<file path="config.mk">
export PLATFORM = sky130hd
export DESIGN_NAME = sync_frame_receiver_crc32
export DESIGN_NICKNAME = d
export VERILOG_FILES = /design/src/rtl/sfr_pkg.sv /design/src/rtl/sfr_front.sv /design/src/rtl/sfr_queue.sv /design/src/rtl/sfr_back.sv /design/src/rtl/sync_frame_receiver_crc32.sv
export SDC_FILE = /design/constraint.sdc
export NUM_CORES = 1
export LEC_CHECK = 0
export BUFFER_PORTS_ARGS = -buffer_cell sky130_fd_sc_hd__buf_2
export CORE_ASPECT_RATIO = 0.8
export CORE_UTILIZATION = 57
export CTS_BUF_LIST = sky130_fd_sc_hd__clkbuf_4 sky130_fd_sc_hd__clkbuf_8
export CTS_CLUSTER_DIAMETER = 40
export DETAILED_ROUTE_END_ITERATION = 10
export GPL_ROUTABILITY_DRIVEN = 0
export PLACE_DENSITY = 0.88
export SLEW_MARGIN = 20
export SYNTH_ARGS = -nofsm -noshare
export SYNTH_HDL_FRONTEND = slang
export SYNTH_HIERARCHICAL = 1
export SYNTH_SLANG_ARGS = --single-unit
</file>
<file path="constraint.sdc">
create_clock -name clk -period 22 [get_ports clk]
set_input_delay 3.3 -clock clk [delete_from_list [all_inputs] [get_ports clk]]
set_output_delay 3.3 -clock clk [all_outputs]
set_load 0.02 [all_outputs]
</file>
<file path="src/rtl/sfr_pkg.sv">
// Shared types, constants and the CRC-32 byte update for the sync frame receiver.
package sfr_pkg;

  // Frame format constants
  localparam int unsigned MAX_PAYLOAD = 128;
  localparam int unsigned HEAD_BYTES  = 12;
  localparam int unsigned HEAD_W      = HEAD_BYTES * 8;
  localparam int unsigned CRC_BYTES   = 4;
  localparam int unsigned CNT_W       = 8;

  localparam logic [7:0]  SYNC_A        = 8'hAA;
  localparam logic [7:0]  SYNC_B        = 8'h55;
  localparam logic [7:0]  CMD_TUNE      = 8'h75;  // 'u'
  localparam logic [7:0]  CMD_ACTION    = 8'h61;  // 'a'
  localparam logic [7:0]  ACT_BYTE_START = 8'h01;
  localparam logic [7:0]  ACT_BYTE_STOP  = 8'h02;
  localparam logic [31:0] CRC_INIT      = 32'hFFFF_FFFF;
  localparam logic [31:0] CRC_POLY_REFL = 32'hEDB8_8320;  // 0x04C11DB7 reflected

  // Queue between parser and result formatter
  localparam int unsigned QUEUE_DEPTH = 2;
  localparam int unsigned QPTR_W      = (QUEUE_DEPTH > 1) ? $clog2(QUEUE_DEPTH) : 1;
  localparam int unsigned QCNT_W      = $clog2(QUEUE_DEPTH + 1);

  // Output stream width, rounded up to whole bytes
  localparam int unsigned RES_BITS = 2 + 8 + 8 + 16 + 2 + 1 + 32 * 4;
  localparam int unsigned RES_W    = ((RES_BITS + 7) / 8) * 8;

  typedef enum logic [2:0] {
    PH_IDLE = 3'd0,
    PH_SYNC = 3'd1,
    PH_CMD  = 3'd2,
    PH_SEQ  = 3'd3,
    PH_LENH = 3'd4,
    PH_LENL = 3'd5,
    PH_PAY  = 3'd6,
    PH_CRC  = 3'd7
  } phase_t;

  typedef enum logic [1:0] {
    ST_OK      = 2'd0,
    ST_CRC_ERR = 2'd1,
    ST_LEN_ERR = 2'd2
  } status_t;

  typedef enum logic [1:0] {
    ACT_NONE    = 2'd0,
    ACT_START   = 2'd1,
    ACT_STOP    = 2'd2,
    ACT_UNKNOWN = 2'd3
  } action_t;

  // One finished frame as handed from the parser to the formatter
  typedef struct packed {
    status_t            status;
    logic [7:0]         cmd;
    logic [7:0]         seq;
    logic [15:0]        len;
    logic [HEAD_W-1:0]  head;   // payload byte i at bits [8i+7:8i]
    logic [31:0]        crc;
  } frame_rec_t;

  // Reflected CRC-32 update by one byte, eight bit steps
  function automatic logic [31:0] crc_feed(input logic [31:0] c, input logic [7:0] b);
    logic [31:0] r;
    r = c ^ {24'd0, b};
    for (int k = 0; k < 8; k++) begin
      r = r[0] ? ((r >> 1) ^ CRC_POLY_REFL) : (r >> 1);
    end
    return r;
  endfunction

endpackage

</file>
<file path="src/rtl/sfr_front.sv">
// Byte parser: sync hunt, header capture, running CRC and frame-end record.
module sfr_front (
  input  logic              clk,
  input  logic              rst,
  input  logic              s_tvalid,
  output logic              s_tready,
  input  logic [7:0]        s_tdata,   // [7:0] rx_byte
  input  logic              q_full,
  output logic              push,
  output sfr_pkg::frame_rec_t push_rec
);
  import sfr_pkg::*;

  phase_t             phase, phase_next;
  logic [7:0]         cmd_reg;
  logic [7:0]         seq_reg;
  logic [15:0]        len_reg;
  logic [CNT_W-1:0]   count;
  logic [31:0]        crc_running;
  logic [31:0]        crc_captured;
  logic [7:0]         head [HEAD_BYTES];

  logic               accept;
  logic [7:0]         b;
  logic [15:0]        len_full;
  logic               len_bad;
  logic [CNT_W-1:0]   count_inc;
  logic               pay_last;
  logic               crc_last;
  logic [31:0]        crc_in;
  logic [31:0]        crc_nxt;
  logic [31:0]        cap_next;
  logic [HEAD_W-1:0]  head_flat;

  assign s_tready  = !q_full;
  assign accept    = s_tvalid && s_tready;
  assign b         = s_tdata;
  assign len_full  = {len_reg[15:8], b};
  assign len_bad   = len_full > 16'(MAX_PAYLOAD);
  assign count_inc = count + CNT_W'(1);
  assign pay_last  = {{(16-CNT_W){1'b0}}, count_inc} >= len_reg;
  assign crc_last  = count == CNT_W'(CRC_BYTES - 1);
  assign crc_in    = (phase == PH_CMD) ? CRC_INIT : crc_running;
  assign crc_nxt   = crc_feed(crc_in, b);
  assign cap_next  = {crc_captured[23:0], b};

  always_comb begin
    for (int i = 0; i < HEAD_BYTES; i++) begin
      head_flat[i*8 +: 8] = head[i];
    end
  end

  // Next phase
  always_comb begin
    phase_next = phase;
    if (accept) begin
      unique case (phase)
        PH_IDLE: phase_next = (b == SYNC_A) ? PH_SYNC : PH_IDLE;
        PH_SYNC: phase_next = (b == SYNC_B) ? PH_CMD : PH_IDLE;
        PH_CMD:  phase_next = PH_SEQ;
        PH_SEQ:  phase_next = PH_LENH;
        PH_LENH: phase_next = PH_LENL;
        PH_LENL: begin
          if (len_bad) phase_next = PH_IDLE;
          else if (len_full != 16'd0) phase_next = PH_PAY;
          else phase_next = PH_CRC;
        end
        PH_PAY:  phase_next = pay_last ? PH_CRC : PH_PAY;
        PH_CRC:  phase_next = crc_last ? PH_IDLE : PH_CRC;
        default: phase_next = PH_IDLE;
      endcase
    end
  end

  // Frame-end record towards the queue
  always_comb begin
    push            = accept && (((phase == PH_LENL) && len_bad) ||
                                 ((phase == PH_CRC) && crc_last));
    push_rec.cmd    = cmd_reg;
    push_rec.seq    = seq_reg;
    push_rec.head   = head_flat;
    if (phase == PH_LENL) begin
      push_rec.status = ST_LEN_ERR;
      push_rec.len    = len_full;
      push_rec.crc    = 32'd0;
    end else begin
      push_rec.status = (~crc_running == cap_next) ? ST_OK : ST_CRC_ERR;
      push_rec.len    = len_reg;
      push_rec.crc    = cap_next;
    end
  end

  // Control state
  always_ff @(posedge clk) begin
    if (rst) begin
      phase <= PH_IDLE;
      count <= '0;
    end else begin
      phase <= phase_next;
      if (accept) begin
        unique case (phase)
          PH_LENL: count <= '0;
          PH_PAY:  count <= pay_last ? '0 : count_inc;
          PH_CRC:  count <= crc_last ? '0 : count_inc;
          default: count <= count;
        endcase
      end
    end
  end

  // Header, payload head and CRC capture
  always_ff @(posedge clk) begin
    if (accept) begin
      unique case (phase)
        PH_SYNC: begin
          if (b == SYNC_B) begin
            for (int i = 0; i < HEAD_BYTES; i++) head[i] <= 8'd0;
          end
        end
        PH_CMD: begin
          cmd_reg     <= b;
          crc_running <= crc_nxt;
        end
        PH_SEQ: begin
          seq_reg     <= b;
          crc_running <= crc_nxt;
        end
        PH_LENH: begin
          len_reg     <= {b, 8'd0};
          crc_running <= crc_nxt;
        end
        PH_LENL: begin
          len_reg      <= len_full;
          crc_running  <= crc_nxt;
          crc_captured <= 32'd0;
        end
        PH_PAY: begin
          for (int i = 0; i < HEAD_BYTES; i++) begin
            if (count == CNT_W'(i)) head[i] <= b;
          end
          crc_running <= crc_nxt;
          if (pay_last) crc_captured <= 32'd0;
        end
        PH_CRC: crc_captured <= cap_next;
        default: ;
      endcase
    end
  end

  // Payload counter stays below the declared length
  a_pay_count: assert property (@(posedge clk) disable iff (rst)
    (phase == PH_PAY) |-> ({{(16-CNT_W){1'b0}}, count} < len_reg))
    else $error("payload count reached declared length");

  // CRC trailer counter stays within four bytes
  a_crc_count: assert property (@(posedge clk) disable iff (rst)
    (phase == PH_CRC) |-> (count < CNT_W'(CRC_BYTES)))
    else $error("CRC byte counter out of range");

endmodule

</file>
<file path="src/rtl/sfr_queue.sv">
// Short FIFO of frame records between the parser and the result formatter.
module sfr_queue (
  input  logic                clk,
  input  logic                rst,
  input  logic                push,
  input  sfr_pkg::frame_rec_t push_rec,
  output logic                full,
  output logic                q_valid,
  input  logic                pop,
  output sfr_pkg::frame_rec_t q_rec
);
  import sfr_pkg::*;

  frame_rec_t        mem [QUEUE_DEPTH];
  logic [QPTR_W-1:0] wr_ptr;
  logic [QPTR_W-1:0] rd_ptr;
  logic [QCNT_W-1:0] count;

  assign full    = count == QCNT_W'(QUEUE_DEPTH);
  assign q_valid = count != '0;
  assign q_rec   = mem[rd_ptr];

  // Store records
  always_ff @(posedge clk) begin
    if (push) mem[wr_ptr] <= push_rec;
  end

  // Advance pointers and fill count
  always_ff @(posedge clk) begin
    if (rst) begin
      wr_ptr <= '0;
      rd_ptr <= '0;
      count  <= '0;
    end else begin
      if (push) begin
        wr_ptr <= (wr_ptr == QPTR_W'(QUEUE_DEPTH - 1)) ? '0 : wr_ptr + QPTR_W'(1);
      end
      if (pop) begin
        rd_ptr <= (rd_ptr == QPTR_W'(QUEUE_DEPTH - 1)) ? '0 : rd_ptr + QPTR_W'(1);
      end
      unique case ({push, pop})
        2'b10:   count <= count + QCNT_W'(1);
        2'b01:   count <= count - QCNT_W'(1);
        default: count <= count;
      endcase
    end
  end

  a_no_overflow: assert property (@(posedge clk) disable iff (rst)
    !(push && full))
    else $error("record pushed into full queue");

  a_no_underflow: assert property (@(posedge clk) disable iff (rst)
    !(pop && !q_valid))
    else $error("record popped from empty queue");

endmodule

</file>
<file path="src/rtl/sfr_back.sv">
// Result formatter: decodes action and gain words and drives the output register.
module sfr_back (
  input  logic                       clk,
  input  logic                       rst,
  input  logic                       q_valid,
  input  sfr_pkg::frame_rec_t        q_rec,
  output logic                       pop,
  output logic                       m_tvalid,
  input  logic                       m_tready,
  output logic [sfr_pkg::RES_W-1:0]  m_tdata
);
  import sfr_pkg::*;

  logic                 load;
  logic                 crc_ok;
  action_t              action;
  logic                 tuning_valid;
  logic [31:0]          gain_p;
  logic [31:0]          gain_i;
  logic [31:0]          gain_d;
  logic [RES_BITS-1:0]  res;

  assign load   = !m_tvalid || m_tready;
  assign pop    = q_valid && load;
  assign crc_ok = q_rec.status == ST_OK;

  // Decode the command
  always_comb begin
    action       = ACT_NONE;
    tuning_valid = 1'b0;
    gain_p       = 32'd0;
    gain_i       = 32'd0;
    gain_d       = 32'd0;
    if (crc_ok && (q_rec.cmd == CMD_ACTION)) begin
      if (q_rec.head[7:0] == ACT_BYTE_START) action = ACT_START;
      else if (q_rec.head[7:0] == ACT_BYTE_STOP) action = ACT_STOP;
      else action = ACT_UNKNOWN;
    end else if (crc_ok && (q_rec.cmd == CMD_TUNE)) begin
      tuning_valid = 1'b1;
      gain_p       = q_rec.head[31:0];
      gain_i       = q_rec.head[63:32];
      gain_d       = q_rec.head[95:64];
    end
  end

  assign res = {q_rec.crc, gain_d, gain_i, gain_p, tuning_valid, action,
                q_rec.len, q_rec.seq, q_rec.cmd, q_rec.status};

  // Output valid
  always_ff @(posedge clk) begin
    if (rst) begin
      m_tvalid <= 1'b0;
    end else if (load) begin
      m_tvalid <= q_valid;
    end
  end

  // Output payload
  always_ff @(posedge clk) begin
    if (pop) m_tdata <= RES_W'(res);
  end

  a_tune_needs_ok: assert property (@(posedge clk) disable iff (rst)
    (m_tvalid && m_tdata[36]) |-> (m_tdata[1:0] == ST_OK))
    else $error("gains delivered without a good CRC");

  a_action_needs_cmd: assert property (@(posedge clk) disable iff (rst)
    (m_tvalid && (m_tdata[35:34] != ACT_NONE)) |->
      ((m_tdata[9:2] == CMD_ACTION) && (m_tdata[1:0] == ST_OK) && !m_tdata[36]))
    else $error("action reported for a frame that is not a good action frame");

endmodule

</file>
<file path="src/rtl/sync_frame_receiver_crc32.sv">
// A frame's record is pushed into the queue when the request with the last CRC byte
//   (or low length byte of an oversized frame) is accepted; then it is registered out.
// One byte per cycle while the queue is not full; the per-byte CRC update sets the path.
// The parser and formatter are parted by a two-entry record queue and an output register.
// Reset (rst, synchronous, active high) returns the parser to sync hunting and empties
//   the queue and output register.
module sync_frame_receiver_crc32 (
  input  logic                       clk,
  input  logic                       rst,
  input  logic                       s_tvalid,
  output logic                       s_tready,
  input  logic [7:0]                 s_tdata,   // [7:0] rx_byte
  output logic                       m_tvalid,
  input  logic                       m_tready,
  // [1:0] frame_status, [9:2] cmd_byte, [17:10] frame_seq, [33:18] length_field,
  // [35:34] action_code, [36] tuning_valid, [68:37] gain_p_bits,
  // [100:69] gain_i_bits, [132:101] gain_d_bits, [164:133] crc_received, rest zero
  output logic [sfr_pkg::RES_W-1:0]  m_tdata
);
  import sfr_pkg::*;

  logic       push;
  frame_rec_t push_rec;
  logic       q_full;
  logic       q_valid;
  logic       pop;
  frame_rec_t q_rec;

  sfr_front u_front (
    .clk      (clk),
    .rst      (rst),
    .s_tvalid (s_tvalid),
    .s_tready (s_tready),
    .s_tdata  (s_tdata),
    .q_full   (q_full),
    .push     (push),
    .push_rec (push_rec)
  );

  sfr_queue u_queue (
    .clk      (clk),
    .rst      (rst),
    .push     (push),
    .push_rec (push_rec),
    .full     (q_full),
    .q_valid  (q_valid),
    .pop      (pop),
    .q_rec    (q_rec)
  );

  sfr_back u_back (
    .clk      (clk),
    .rst      (rst),
    .q_valid  (q_valid),
    .q_rec    (q_rec),
    .pop      (pop),
    .m_tvalid (m_tvalid),
    .m_tready (m_tready),
    .m_tdata  (m_tdata)
  );

endmodule
</file>
==> metrics.md, run 1 <==
| Metric | Value |
|---|---|
| Average wire per standard cell | 22.0 um |
| # hold bufs at CTS | 0 |
| Avg Cell Area, Syn | 17.3 um2 |
| PwrDens | 80.4 nW/um2 |
| Achievable Freq | 0.162 GHz |
| Top cells by area, synth | edfxtp_1, mux2_4, and2_1, mux2_2, xnor2_1 |
| Via density | 5.55 |
| Top cell type's share of synthesized area | 0.734 |
| Final period utilization | 0.281 |
| I/O Pins | 182 |
| Fillers | 2978 |
| Max reg flops | 324 |
| Critical-path cell list | buf_2 -> or4_1 -> o41ai_1 -> nand2_1 -> a22oi_1 -> nor2_1 -> and2_4 -> buf_6 |
| Slew margin rel. | 0.257 |
| Crit. End Element | flip-flop |
| Failing checks | DRC |
| 1st-pass router iterations | 11 |
| Yosys warnings | 6 |
| Grt total ovfl | 0 |
| Cell taking the most area after synthesis | edfxtp_1 |
| PnR worst setup slack | 15.82 ns |
| Post-synth EDFFs | 673 |
| Final Hold Vio Count | 0 |
| Initial antenna violation count | 1 |
| Crit path DAT | 6.47 ns |
| CTS clk-pin slew, worst paths | 0.08 ns |
| Largest regs | u_queue/mem x324, u_back/m_tdata x165, u_front/head x96 |
| Fin cells | 2497 |
| Residual DRC | 15 |
| Core outline area | 47300 um2 |
| Latest clock arrival within the worst-skew pair | 0.68 ns |
| Ys async rst share | 0 |
| Place WS | 14.95 ns |
| All-Layer GR Usage | 0.221 |
| Die height | 199 um |
| Min Hold Slack | 0.442 ns |
| Post-DP HPWL | 33800 um |
| Final setup TNS | 0 ns |
| First-pass GRT wire length | 80400 um |
| Layout area overhead | 12.1% |
| Status | complete, but fails checks |
| Crit-path max FO | 87 |
| Vias in the first global route | 13974 |
| CP Data Required Time | 22.28 ns |
| Sequential area share after synthesis | 0.746 |
| Die ar. | 49200 um2 |
| Layout net count | 1819 |
| Startpoint types | input pin |
| Worst hold path type | reg2reg |
| Most common cell in the synthesized netlist | edfxtp_1 |
| Number of distinct library cells after synthesis | 57 |
| Initial Util | 0.582 |
| Most frequent cells after synthesis | edfxtp_1, and2_1, mux2_2 |
| Die X | 248 um |
| Max cap viols | 0 |
| Pins over their slew limit | 0 |
| CTS root buffer | clkbuf_8 |
| RSZ-0062 raised after global routing | no |
| Leakage | 11.6 nW |
| Final setup viols | 0 |
| Post-Place Cells | 2311 |
| CTS buffer count | 101 |
| Slew @ Worst Pin | 1.11 ns |
| Longest Clk Path Bufs | 3 |
| CTS sink count | 690 |
| Share of cells above drive strength 1 | 0.288 |
| Final ANT Viol Nets | 0 |
| Synthesized area | 27500 um2 |
| Synth Flop Type | edfxtp_1 |
| Yosys reg bits | 690 |
| Ant. Diodes | 0 |
| Largest net degree at the start of global routing | 168 |
| Via count | 13859 |
| Starting DRT DRC Count | 1764 |
| Final wirelength | 54900 um |
| # resized after CTS | 0 |
| Top reg by flops | u_queue/mem |
| Biggest cell delay along the critical path | 0.93 ns |
| Post-Syn Instances | 1595 |
| Worst Skew | 0.0280 ns |
| CTS tree | built |
| IO buf count | 178 |
| CP Class | in2reg |
| H-tree depth | 3 |
| Fin crit period | 6.18 ns |
| CP max-delay cell | and2_4 |
| Cell Rows | 71 |
| Worst vdd ir | 0.0401 mV |
| Post-CTS Setup Bufs | 0 |
## worst max-delay path: cells and delay by family
kind / cells / cell delay (ns)
AND/OR/NAND/NOR: 4 / 1.57
buffers and inverters: 2 / 1.23
AO/OA/AOI/OAI: 2 / 0.19
## cells by family (layout without fill, tap and decap cells)
logic type	Yosys count	count (layout)	share of synthesized area
DFF	690	690	0.746
and+or+nand+nor	407	407	0.0852
muxes	162	162	0.0771
xor gates and xnor gates	152	152	0.0509
buffers and inverters	114	394	0.0222
AOI/OAI and AO/OA	56	56	0.0126
adders and majority gates	13	13	0.00590
other	1	3	0.000136
## area by class of cell
type                            count  area [um2]  share of cell area
Multi-Input combinational cell    793        6450               0.209
Clock buffer                      140        1730              0.0561
Inverter                           17        63.8             0.00207
Timing Repair Buffer              191        1000              0.0325
Sequential cell                   690       20600               0.666
Tap cell                          620         776              0.0251
Clock inverter                     46         290             0.00940
## cells in the final DEF, fill, tap and decap left out, drive strengths merged, types with 2 or more instances in the layout
cell type and instances:
clkbuf 140, xor2 71, and2 176, nor2b 5
a21o 8, nor2 56, dfxtp 17, nand3 7
xnor2 81, buf 191, edfxtp 673, clkinv 39
or2 5, nor4 3, nor3b 4, nand2 42
or3 2, inv 19, nand4 11, a21oi 15
nand3b 2, a21boi 2, ha 13, bufinv 3
and3 76, a311oi 2, conb 3, o22ai 4
or4 6, o211ai 2, clkinvlp 2, mux2 162
a31oi 2, nor3 7, o21ai 14
## layer usage
layer	vias to the layer above	routed length, um	GRT usage
met5	-	12	0
met4	2	1350	0.0713
met3	115	4750	0.0519
met2	676	26500	0.351
met1	6815	22200	0.304
li1	6251	-	-
## final timing paths
check	slack [ns]	start	cells after the start	end
worst min-delay path	0.44	u_front/seq_reg[4]	0	u_queue/mem[1][148]
worst max register to register	17.94	u_front/count[0]	7	u_queue/mem[1][136]
worst max-delay path	15.82	s_tdata[4]	8	u_queue/mem[1][136]
worst min register to register	0.44	u_front/seq_reg[4]	0	u_queue/mem[1][148]
## metrics by stage
| stage | util | total power [mW] | cell area (um2) |
|---|---|---|---|
| floorplan | - | 1.48 | 27600 |
| global placement | 0.609 | 1.49 | 28800 |
| detailed placement | 0.609 | 1.49 | 28800 |
| CTS | 0.652 | 2.49 | 30800 |
| global route | 0.652 | 2.56 | 30900 |
| finish | 0.652 | 2.48 | 30900 |
## report_power, final
part | total [mW] | switching (mW) | internal [mW]
sequential | 1.43 | 0.0000161 | 1.43
combinational | 0.0418 | 0.0261 | 0.0158
clock | 1.01 | 0.469 | 0.546
total | 2.48 | 0.495 | 1.99
Power figures use the tool's default switching activity.
==> run 2: changes to the inputs <==
--- a/config.mk
+++ b/config.mk
@@ -12,7 +12,7 @@
 export CTS_CLUSTER_DIAMETER = 40
 export DETAILED_ROUTE_END_ITERATION = 10
 export GPL_ROUTABILITY_DRIVEN = 0
-export PLACE_DENSITY = 0.88
+export PLACE_DENSITY = 0.91
 export SLEW_MARGIN = 20
 export SYNTH_ARGS = -nofsm -noshare
 export SYNTH_HDL_FRONTEND = slang
==> constraint.sdc (replaced) <==
create_clock -name clk -period 5.4 [get_ports clk]
set_input_delay 0.81 -clock clk [delete_from_list [all_inputs] [get_ports clk]]
set_output_delay 0.81 -clock clk [all_outputs]
set_load 0.02 [all_outputs]
==> metrics.md, run 2 (same netlist as run 1, synthesis figures left out) <==
| Metric | Value |
|---|---|
| Status | complete, but fails checks (unchanged) |
| Failing checks | DRC (unchanged) |
| Via density | 5.69 (was 5.55) |
| Slew @ Worst Pin | 1.09 ns (was 1.11 ns) |
| Startpoint types | flip-flop (was input pin) |
| I/O Pins | 182 (unchanged) |
| Pins over their slew limit | 0 (unchanged) |
| Crit-path max FO | 76 (was 87) |
| Longest Clk Path Bufs | 3 (unchanged) |
| Biggest cell delay along the critical path | 0.88 ns (was 0.93 ns) |
| Leakage | 11.6 nW (about the same) |
| Commonest non-fill, non-tap cell in the layout | edfxtp_1 (unchanged) |
| Crit. End Element | flip-flop (unchanged) |
| 1st-pass router iterations | 10 (was 11) |
| Place WS | 0.963 ns (was 14.95 ns) |
| Average wire per standard cell | 22.6 um (was 22.0 um) |
| Met2 global-route usage | 0.373 (was 0.351) |
| Via count | 14299 (was 13859) |
| Finished Cell Area | 31000 um2 (was 30900 um2) |
| Dpl cell area | 28900 um2 (was 28800 um2) |
| Die height | 199 um (unchanged) |
| Latest clock arrival within the worst-skew pair | 0.68 ns (about the same) |
| Max reg flops | 324 (unchanged) |
| CP bufs+invs | 2 (unchanged) |
| Crit path DAT | 4.51 ns (was 6.47 ns) |
| Largest regs | u_queue/mem x324, u_back/m_tdata x165, u_front/head x96 (unchanged) |
| R2R Path End | u_queue/mem[0][46] (was u_queue/mem[1][136]) |
| PwrDens | 330 nW/um2 (was 80.4 nW/um2) |
| Delay-heaviest family, CP | simple AND/OR/NAND/NOR gates (unchanged) |
| Crit path from | u_front/count[0] (was s_tdata[4]) |
| # hold bufs at CTS | 0 (unchanged) |
| All-Layer GR Usage | 0.231 (was 0.221) |
| First-pass GRT wire length | 84100 um (was 80400 um) |
| Final ANT Viol Nets | 0 (unchanged) |
| Final core utilization | 0.654 (was 0.652) |
| Final wirelength | 56800 um (was 54900 um) |
| PnR Total Power | 10.2 mW (was 2.48 mW) |
| Max cap viols | 0 (unchanged) |
| PnR worst setup slack | 1.17 ns (was 15.82 ns) |
| Grt total ovfl | 0 (unchanged) |
| Fillers | 2861 (was 2978) |
| Met1 GRT Util | 0.305 (was 0.304) |
| Most Used Layer, Global Route | met2 (unchanged) |
| Slew margin rel. | 0.269 (was 0.257) |
| CTS sink count | 690 (unchanged) |
| Final period utilization | 0.784 |
| Reg2Reg Depth | 8 (was 7) |
| Stages on worst setup path | 8 (unchanged) |
| Vias in the first global route | 14457 (was 13974) |
| Die X | 248 um (unchanged) |
| Initial antenna violation count | 3 (was 1) |
| Post-DP HPWL | 35200 um (was 33800 um) |
| Initial Util | 0.582 (unchanged) |
| Final setup viols | 0 (unchanged) |
| Share of cells above drive strength 1 | 0.292 (was 0.288) |
| CTS buffer count | 104 (was 101) |
| CP max-delay cell | buf_4 (was and2_4) |
| # resized after CTS | 0 (unchanged) |
| Achievable Freq | 0.236 GHz |
| CTS root buffer | clkbuf_8 (unchanged) |
| H-tree depth | 3 (unchanged) |
| Fin crit period | 4.23 ns |
| GR Layer Usage met3 | 0.0545 (was 0.0519) |
| CTS clk-pin slew, worst paths | 0.08 ns (about the same) |
| CTS tree | built (unchanged) |
| Top reg by flops | u_queue/mem (unchanged) |
| Residual DRC | 14 (was 15) |
| Core outline area | 47300 um2 (unchanged) |
| Die ar. | 49200 um2 (unchanged) |
| Worst vdd ir | 0.172 mV (was 0.0401 mV) |
| Final Hold Vio Count | 0 (unchanged) |
| Layout net count | 1831 (was 1819) |
| Cell Rows | 71 (unchanged) |
| CP Class | reg2reg (was in2reg) |
| Worst Skew | 0.0293 ns (was 0.0280 ns) |
| CP endpoint | u_queue/mem[0][46] (was u_queue/mem[1][136]) |
| Layout area overhead | 12.4% (was 12.1%) |
| Post-CTS Setup Bufs | 0 (unchanged) |
| Final setup TNS | 0 ns (unchanged) |
| CP Data Required Time | 5.68 ns (was 22.28 ns) |
| Starting DRT DRC Count | 1736 (was 1764) |
| Worst r2r src | u_front/count[0] (unchanged) |
| Reg2Reg Setup Slack | 1.17 ns (was 17.94 ns) |
| RSZ-0062 raised after global routing | no (unchanged) |
| Most frequent cells in the layout | edfxtp_1, buf_2, and2_1 (unchanged) |
| Worst hold path type | reg2reg (unchanged) |
| Largest net degree at the start of global routing | 77 (was 168) |
| Critical-path cell list | ha_1 -> nand2b_1 -> nor3_1 -> a22oi_1 -> nor2_1 -> inv_1 -> nor2_4 -> buf_4 (was buf_2 -> or4_1 -> o41ai_1 -> nand2_1 -> a22oi_1 -> nor2_1 -> and2_4 -> buf_6) |
| IO buf count | 178 (unchanged) |
## run 2: worst min path at each step
stage	from	slack [ns]	endpoint	depth (start not counted)
2_1_floorplan	u_front/head[2][4]	0.42	u_queue/mem[0][100]	0
3_3_place_gp	u_front/seq_reg[0]	0.42	u_queue/mem[1][144]	0
3_5_place_dp	u_front/cmd_reg[5]	0.43	u_queue/mem[0][157]	0
4_1_cts	u_front/seq_reg[0]	0.44	u_queue/mem[0][144]	0
5_1_grt	u_front/seq_reg[0]	0.44	u_queue/mem[0][144]	0
6_report	u_front/seq_reg[0]	0.44	u_queue/mem[0][144]	0
## run 2: worst register-to-register path: cells and delay by family (launching register included)
kind | cells | cell delay (ns)
simple gates | 4 | 1.64
flops | 1 | 0.42
buf+inv | 2 | 1.01
compound gates | 1 | 0.18
fa+ha+maj | 1 | 0.47
## run 2: layout make-up
class,count,area [um2],area share
clock buffers,141,1750,0.0564
flip-flops and latches,690,20600,0.664
well taps,620,776,0.0250
repair buffers,200,1060,0.0341
multi-input cells,793,6440,0.208
clock inverters,49,333,0.0107
diodes,1,2.50,0.0000808
inverters,17,63.8,0.00206
## run 2: per-layer routing
layer / share of wire / vias up
li1: - / 6263
met1: 0.39 / 7085
met2: 0.49 / 794
met3: 0.086 / 153
met4: 0.030 / 4
met5: 0.00037 / -
## run 2: stage by stage
stage	cells	hold slack, ns
after global routing	2511	0.441
after global placement	2320	0.422
after floorplan	1597	0.421
final	2511	0.441
after CTS	2510	0.437
after detailed placement	2320	0.431
## run 2: power by group
| group | switching, mW | internal, mW |
|---|---|---|
| clock | 1.93 | 2.29 |
| sequential | 0.0000724 | 5.81 |
| combinational | 0.110 | 0.0666 |
